===== src/hdl/fhcm_ram.sv =====
// ----------------------------------------------------------------------------
// Generic RAM
// Single write port, single read port with registered read data.
// ----------------------------------------------------------------------------
module fhcm_ram #(
    parameter int WIDTH = 8,
    parameter int DEPTH = 16
) (
    input  logic                     i_clk,
    input  logic                     i_we,
    input  logic [$clog2(DEPTH)-1:0] i_waddr,
    input  logic [WIDTH-1:0]         i_wdata,
    input  logic                     i_re,
    input  logic [$clog2(DEPTH)-1:0] i_raddr,
    output logic [WIDTH-1:0]         o_rdata
);
    logic [WIDTH-1:0] r_mem [DEPTH];
    logic [WIDTH-1:0] r_rdata;

    always_ff @(posedge i_clk) begin
        if (i_we) begin
            r_mem[i_waddr] <= i_wdata;
        end
        if (i_re) begin
            r_rdata <= r_mem[i_raddr];
        end
    end

    assign o_rdata = r_rdata;
endmodule


===== config.mk =====
export PLATFORM = sky130hd
export DESIGN_NAME = fhcm_ram
export DESIGN_NICKNAME = d
export VERILOG_FILES = /design/src/hdl/fhcm_ram.sv
export SDC_FILE = /design/constraint.sdc
export NUM_CORES = 1
export LEC_CHECK = 0
export BUFFER_PORTS_ARGS = -buffer_cell sky130_fd_sc_hd__buf_2
export CAP_MARGIN = 0
export CORE_MARGIN = 8
export CORE_UTILIZATION = 54
export DETAILED_ROUTE_END_ITERATION = 8
export GPL_TIMING_DRIVEN = 0
export HOLD_SLACK_MARGIN = 0.15
export PLACE_DENSITY_LB_ADDON = 0.3
export SYNTH_ARGS = -nofsm -noshare
export SYNTH_HDL_FRONTEND = slang
export SYNTH_SLANG_ARGS = --single-unit

===== constraint.sdc =====
create_clock -name i_clk -period 1.8 [get_ports i_clk]
set_input_delay 0.27 -clock i_clk [delete_from_list [all_inputs] [get_ports i_clk]]
set_output_delay 0.27 -clock i_clk [all_outputs]
set_load 0.1 [all_outputs]

==> results of run 1 <==
## flip-flops by register name (all words and copies together), names as in the netlist
signal and count:
o_rdata 8, r_mem 128
## what timing repair did
item	4_1_cts	5_1_grt
hold buffers	9	0
endpoints found under the setup margin	0	0
gates resized for setup	0	0
endpoints found under the hold margin	124	0
## logic make-up after synthesis
kind of cell           count (synthesis)  share of synthesized area [%]
flip-flops                           136                           78.1
AND/OR/NAND/NOR                       35                           3.14
multiplexers                          32                           14.8
AO/OA/AOI/OAI                         16                           2.30
buffers and inverters                 10                           1.65
## cells in the final DEF, fill, tap and decap left out, drive strengths merged
master         instances
nor2                  13
a22oi                 16
buf                   32
and2b                  1
dlygate4sd3            9
clkbuf                19
nand3b                 2
clkinv                 7
nand2b                 2
edfxtp               136
mux4                  32
and2                   1
nand2                  9
nand3                  1
or3b                   1
clkinvlp               1
bufinv                 4
nor3                   4
clkdlybuf4s25          3
nor2b                  1
## metrics by stage
stage	hold slack [ps]	worst slack [ps]	setup TNS, ps
floorplan	369	37.1	0
global placement	630	-518	-10930
detailed placement	636	-535	-11300
CTS	307	5.88	0
global route	255	116	0
finish	262	171	0
## layout make-up
type | count | area, um^2 | share of cell area, %
tap | 133 | 166 | 2.69
buffer | 10 | 86.3 | 1.39
timing repair buffer | 34 | 215 | 3.47
clock buffer | 19 | 422 | 6.81
sequential | 136 | 4080 | 65.9
multi-input combinational | 83 | 1060 | 17.2
clock inverter | 12 | 158 | 2.55
## worst reg2reg max path, stage by stage, from the launching register on
cell	delay (ps)
edfxtp_1	370
mux4_1	570
a22oi_1	330
nand2_1	100
## worst paths after layout
kind | from | end | slack [ps] | cells past startpoint
setup / recovery | r_mem[5][0]$_DFFE_PP_ | o_rdata[0]$_DFFE_PP_ | 170 | 3
hold / removal | i_waddr[0] | r_mem[0][7]$_DFFE_PP_ | 260 | 2
setup reg to reg | r_mem[5][0]$_DFFE_PP_ | o_rdata[0]$_DFFE_PP_ | 170 | 3
hold reg to reg | r_mem[8][2]$_DFFE_PP_ | o_rdata[2]$_DFFE_PP_ | 760 | 3
## power groups by stage
stage / clock [mW] / sequential (mW) / combinational (mW)
2_1_floorplan: 0 / 3.76 / 0.180
3_3_place_gp: 0 / 3.64 / 0.432
3_5_place_dp: 0 / 3.65 / 0.442
4_1_cts: 3.44 / 3.59 / 0.459
5_1_grt: 3.56 / 3.59 / 0.480
6_report: 3.39 / 3.59 / 0.455
## routing by layer
layer / global-route usage (%) / part of all wire (%) / up-vias / wire (um)
li1: - / - / 1092 / -
met5: 0 / 0 / - / 0
met1: 20.6 / 41 / 1262 / 4050
met3: 5.54 / 7.4 / 13 / 725
met4: 9.14 / 2.2 / 0 / 214
met2: 24.3 / 49 / 85 / 4790
==> summary.md, run 1 <==
| Metric | Value |
|---|---|
| CP Capture Type | flop |
| Inst Count DP | 387 |
| Syn Area/Cell | 22.8 um^2 |
| Reg power frac | 48.3% |
| Worst-case clock buffer depth | 2 |
| GRT Overall Usage | 16.3% |
| Share of post-route cells with drive strength above 1 | 27.2% |
| CTS clock-pin slew for the worst setup and hold paths | 60 ps |
| Ys flop type | edfxtp_1 |
| Actual slew at the worst max-slew pin | 1180 ps |
| Count leader, synth | edfxtp_1 |
| Top delay family on crit path | multiplexers |
| Area delta synth->final | 18.5% |
| Crit path buf inv count | 0 |
| Post-CTS Setup Repair Bufs | 0 |
| Max Cap Viol | 0 |
| TritonCTS clock tree | built |
| Die area | 0.0131 mm^2 |
| Synth Cell Area | 0.00523 mm^2 |
| Worst Hold Class | primary input to flop |
| Synth top area share | 78.1% |
| Seq/Total Area, Yosys | 78.1% |
| Fin util | 64.6% |
| H-tree Lvls | 4 |
| Finished Cell Area | 0.00619 mm^2 |
| Largest net degree at the start of global routing | 17 |
| Die Wd | 114 um |
| Critical Path AT | 1890 ps |
| Startpoint class of the critical path | flop |
| Minimum clock period | 1630 ps |
| Mapped Cells | 229 |
| Vias after detailed routing | 2452 |
| VDD IR max | 739 uV |
| Clock skew | 7.61 ps |
| Cell Chain, Critical Path | mux4_1, a22oi_1, nand2_1 |
| DRT iter0 DRCs | 177 |
| Filler Cell Count | 627 |
| Port Buffers | 25 |
| # clock sinks | 136 |
| Gate power share | 6.1% |
| Switch Pwr | 1.50 mW |
| Fin crit share | 90.5% |
| Vias per inst | 5.74 |
| Pins over their slew limit | 0 |
| RSZ-0062 raised after global routing | false |
| Nets | 301 |
| DRT Pass-1 Iters | 4 |
| Switch share | 20.2% |
| Status | finished, final reports clean |
| Commonest cells post-synth | edfxtp_1, mux4_2, a22oi_1 |
| Hpwl dp | 6110 um |
| Synth area leaders | edfxtp_1, mux4_2, mux4_1, a22oi_1, nor2_1 |
| Power Internal | 5.93 mW |
| Worst EP required | 2060 ps |
| Crit-path slowest cell | mux4_1 |
| Root Driver | clkbuf_8 |
| Initial antenna violation count | 0 |
| FFs w/ async S/R, synth | 0% |
| Worst Path Max Fanout | 1 |
| FF+latch count, synth | 136 |
| Post-synth top area cell | edfxtp_1 |
| Worst skew pair latency | 520 ps |
| Number of remaining DRC errors | 0 |
| IO Pins | 27 |
| Starting density of the core | 54.5% |
| Detailed Route WL | 9780 um |
| Slew headroom | 20.6% |
| Diodes inserted | 0 |
| Post-synth net total | 248 |
| Unique masters post-synth | 18 |
| WL per Instance | 22.9 um |
| RD Place Congestion | 0.724 |
| Core Region | 0.00959 mm^2 |
| Total power per unit cell area | 1200 mW/mm^2 |
| EDFF count, synth | 136 |
| Area post-placement | 0.00552 mm^2 |
| Post-route ant nets | 0 |
| Vias in the first global route | 2539 |
| Overall power | 7.43 mW |
| YS warnings | 0 |
| Final Hold Viols | 0 |
| Non-Filler Instances | 427 |
| Slowest cell delay on critical path | 570 ps |
| Clock Power Share | 45.6% |
| CTS Buf Count | 17 |
| Die height | 114 um |
| Global route total overflow | 0 |
| Worst setup path category | flop to flop |
| Setup violators final | 0 |
| Pleak | 2.07 nW |
| Fmax | 0.614 GHz |
| Row cnt | 36 |
| First-pass GRT wire length | 14600 um |
No activity file was read; power rests on OpenSTA's default activity.
==> inputs of run 2 (changes only) <==
--- a/config.mk
+++ b/config.mk
@@ -8,7 +8,7 @@
 export BUFFER_PORTS_ARGS = -buffer_cell sky130_fd_sc_hd__buf_2
 export CAP_MARGIN = 0
 export CORE_MARGIN = 8
-export CORE_UTILIZATION = 54
+export CORE_UTILIZATION = 65
 export DETAILED_ROUTE_END_ITERATION = 8
 export GPL_TIMING_DRIVEN = 0
 export HOLD_SLACK_MARGIN = 0.15
==> constraint.sdc (replaced) <==
create_clock -name i_clk -period 1.9 [get_ports i_clk]
set_input_delay 0.285 -clock i_clk [delete_from_list [all_inputs] [get_ports i_clk]]
set_output_delay 0.285 -clock i_clk [all_outputs]
set_load 0.1 [all_outputs]
==> summary.md, run 2 (synthesis results as in run 1) <==
| Metric | Value |
|---|---|
| Status | finished, final reports clean |
| Reg power frac | 47.7% (-0.6 points) |
| Post-route ant nets | 0 (unchanged) |
| Hpwl dp | 6390 um (+4.6%) |
| DRT Pass-1 Iters | 5 (+1) |
| CP Capture Type | flop |
| Max Cap Viol | 0 (unchanged) |
| Pleak | 2.04 nW (-1.6%) |
| Crit path launch | r_mem[1][3]$_DFFE_PP_ |
| Filler Cell Count | 395 (-37%) |
| Pins over their slew limit | 0 (unchanged) |
| Worst-case clock buffer depth | 2 (unchanged) |
| Most common cell after layout, fill and taps aside | edfxtp_1 |
| H-tree Lvls | 4 (unchanged) |
| DRT iter0 DRCs | 302 (+71%) |
| CTS Buf Count | 17 (unchanged) |
| Area occupied by multi-input gates | 0.00106 mm^2 (unchanged) |
| Diodes inserted | 0 (unchanged) |
| First-pass GRT wire length | 17200 um (+18%) |
| Worst EP required | 2150 ps (+90 ps) |
| Number of remaining DRC errors | 0 (unchanged) |
| Worst setup path category | flop to flop |
| Reg2reg start | r_mem[1][3]$_DFFE_PP_ |
| Hold Path Origin | i_wdata[5] |
| Slowest cell delay on critical path | 620 ps (+50 ps) |
| Worst Hold Class | primary input to flop |
| Non-Filler Instances | 389 (-8.9%) |
| RD Place Congestion | 0.763 (+5.3%) |
| Largest net degree at the start of global routing | 17 (unchanged) |
| Post-CTS Setup Repair Bufs | 0 (unchanged) |
| Fin Setup TNS | 0 ps (unchanged) |
| VDD IR max | 750 uV (+1.5%) |
| Area delta synth->final | 16.6% |
| Actual slew at the worst max-slew pin | 1160 ps (-22.1 ps) |
| # clock sinks | 136 (unchanged) |
| Cell Chain, Critical Path | mux4_1, a22oi_1, nand2_1 |
| Most frequent cells in the layout | edfxtp_1, buf_2, mux4_2, a22oi_1, clkbuf_16 |
| Die Wd | 106 um (-7.6%) |
| Switch Pwr | 1.51 mW (+0.93%) |
| Final Hold Viols | 0 (unchanged) |
| Detailed Route WL | 11600 um (+19%) |
| Die height | 106 um (-7.6%) |
| Share of post-route cells with drive strength above 1 | 28.6% (+1.4 points) |
| Fin crit share | 91.0% (+0.45 points) |
| Inst Count DP | 356 (-8.0%) |
| Vias in the first global route | 2715 (+6.9%) |
| GRT Overall Usage | 22.1% (+5.7 points) |
| Starting density of the core | 67.3% (+13 points) |
| Clock Power Share | 46.2% (+0.6 points) |
| Clock skew | 6.87 ps (-0.739 ps) |
| IO Pins | 27 (unchanged) |
| WL per Instance | 29.9 um (+31%) |
| CTS clock-pin slew for the worst setup and hold paths | 60 ps (about the same) |
| Minimum clock period | 1730 ps (+99.2 ps) |
| RSZ-0062 raised after global routing | false |
| Port Buffers | 25 (unchanged) |
| Switch share | 21.2% (+1.0 points) |
| Max FFs per register | 128 (unchanged) |
| Crit-path slowest cell | mux4_1 |
| TritonCTS clock tree | built |
| Critical Path AT | 1980 ps (+90 ps) |
| Vias after detailed routing | 2620 (+6.9%) |
| Root Driver | clkbuf_8 |
| Fmax | 0.579 GHz (-5.7%) |
| Power Internal | 5.63 mW (-5.1%) |
| Fin util | 78.4% (+14 points) |
| Worst skew pair latency | 520 ps (about the same) |
| Final hold slack | 173 ps (-88.2 ps) |
| Worst Path Max Fanout | 1 (unchanged) |
| Die area | 0.0112 mm^2 (-15%) |
| Setup violators final | 0 (unchanged) |
| Initial antenna violation count | 0 (unchanged) |
| Row cnt | 32 (-11%) |
| Seq. cell area | 0.00408 mm^2 (unchanged) |
| Largest Register | r_mem |
| Core Region | 0.00777 mm^2 (-19%) |
| Gate power share | 6.1% (about the same) |
| Global route total overflow | 0 (unchanged) |
| Nets | 293 (-2.7%) |
| Vias per inst | 6.74 (+17%) |
| Startpoint class of the critical path | flop |
| Slew headroom | 22.1% (+1.5 points) |
| Total power per unit cell area | 1170 mW/mm^2 (-2.3%) |
run 2: critical path: cells and delay by family, from the launching register on:
kind / cells / cell delay, ps
compound gates: 1 / 280
flops: 1 / 450
mux: 1 / 620
simple gates: 1 / 120
run 2: per-stage QoR:
stage	total power [mW]	setup slack (ps)	cell area [um^2]
floorplan	3.73	122	5230
global placement	3.86	-393	5480
detailed placement	3.88	-435	5480
CTS	7.14	75.1	6090
global route	7.32	42.1	6090
finish	7.14	171	6090
run 2: final cells by class:
type	count	area share [%]
Buffer	10	1.42
Timing Repair Buffer	26	2.22
Multi-Input combinational cell	83	17.4
Tap cell	102	2.09
Clock buffer	18	6.86
Sequential cell	136	67.0
Clock inverter	14	2.96
run 2: power groups by stage:
stage	Combinational (mW)	Clock, mW	Sequential, mW
after CTS	0.435	3.30	3.40
final	0.437	3.30	3.40
after global placement	0.407	0	3.45
after floorplan	0.171	0	3.56
after global routing	0.455	3.46	3.41
after detailed placement	0.420	0	3.46
run 2: worst paths after layout:
kind | end | slack, ps | cells after the start
worst max-delay path | o_rdata[3]$_DFFE_PP_ | 170 | 3
worst min register to register | o_rdata[1]$_DFFE_PP_ | 780 | 3
worst max register to register | o_rdata[3]$_DFFE_PP_ | 170 | 3
worst min-delay path | r_mem[14][5]$_DFFE_PP_ | 170 | 1
run 2: metal layers:
metal	part of all wire, %	routed length, um	global-route usage (%)	vias to the layer above
li1	-	-	-	1068
met1	38	4430	27.9	1349
met2	50	5790	34.5	176
met3	9.6	1120	7.31	27
met4	2.5	285	9.05	0
met5	0	0	0	-
run 2: what timing repair did:
item / CTS / global route
gates resized for setup: 0 / 1
setup endpoints to repair: 0 / 8
hold buffers: 1 / 0
endpoints found under the hold margin: 8 / 0
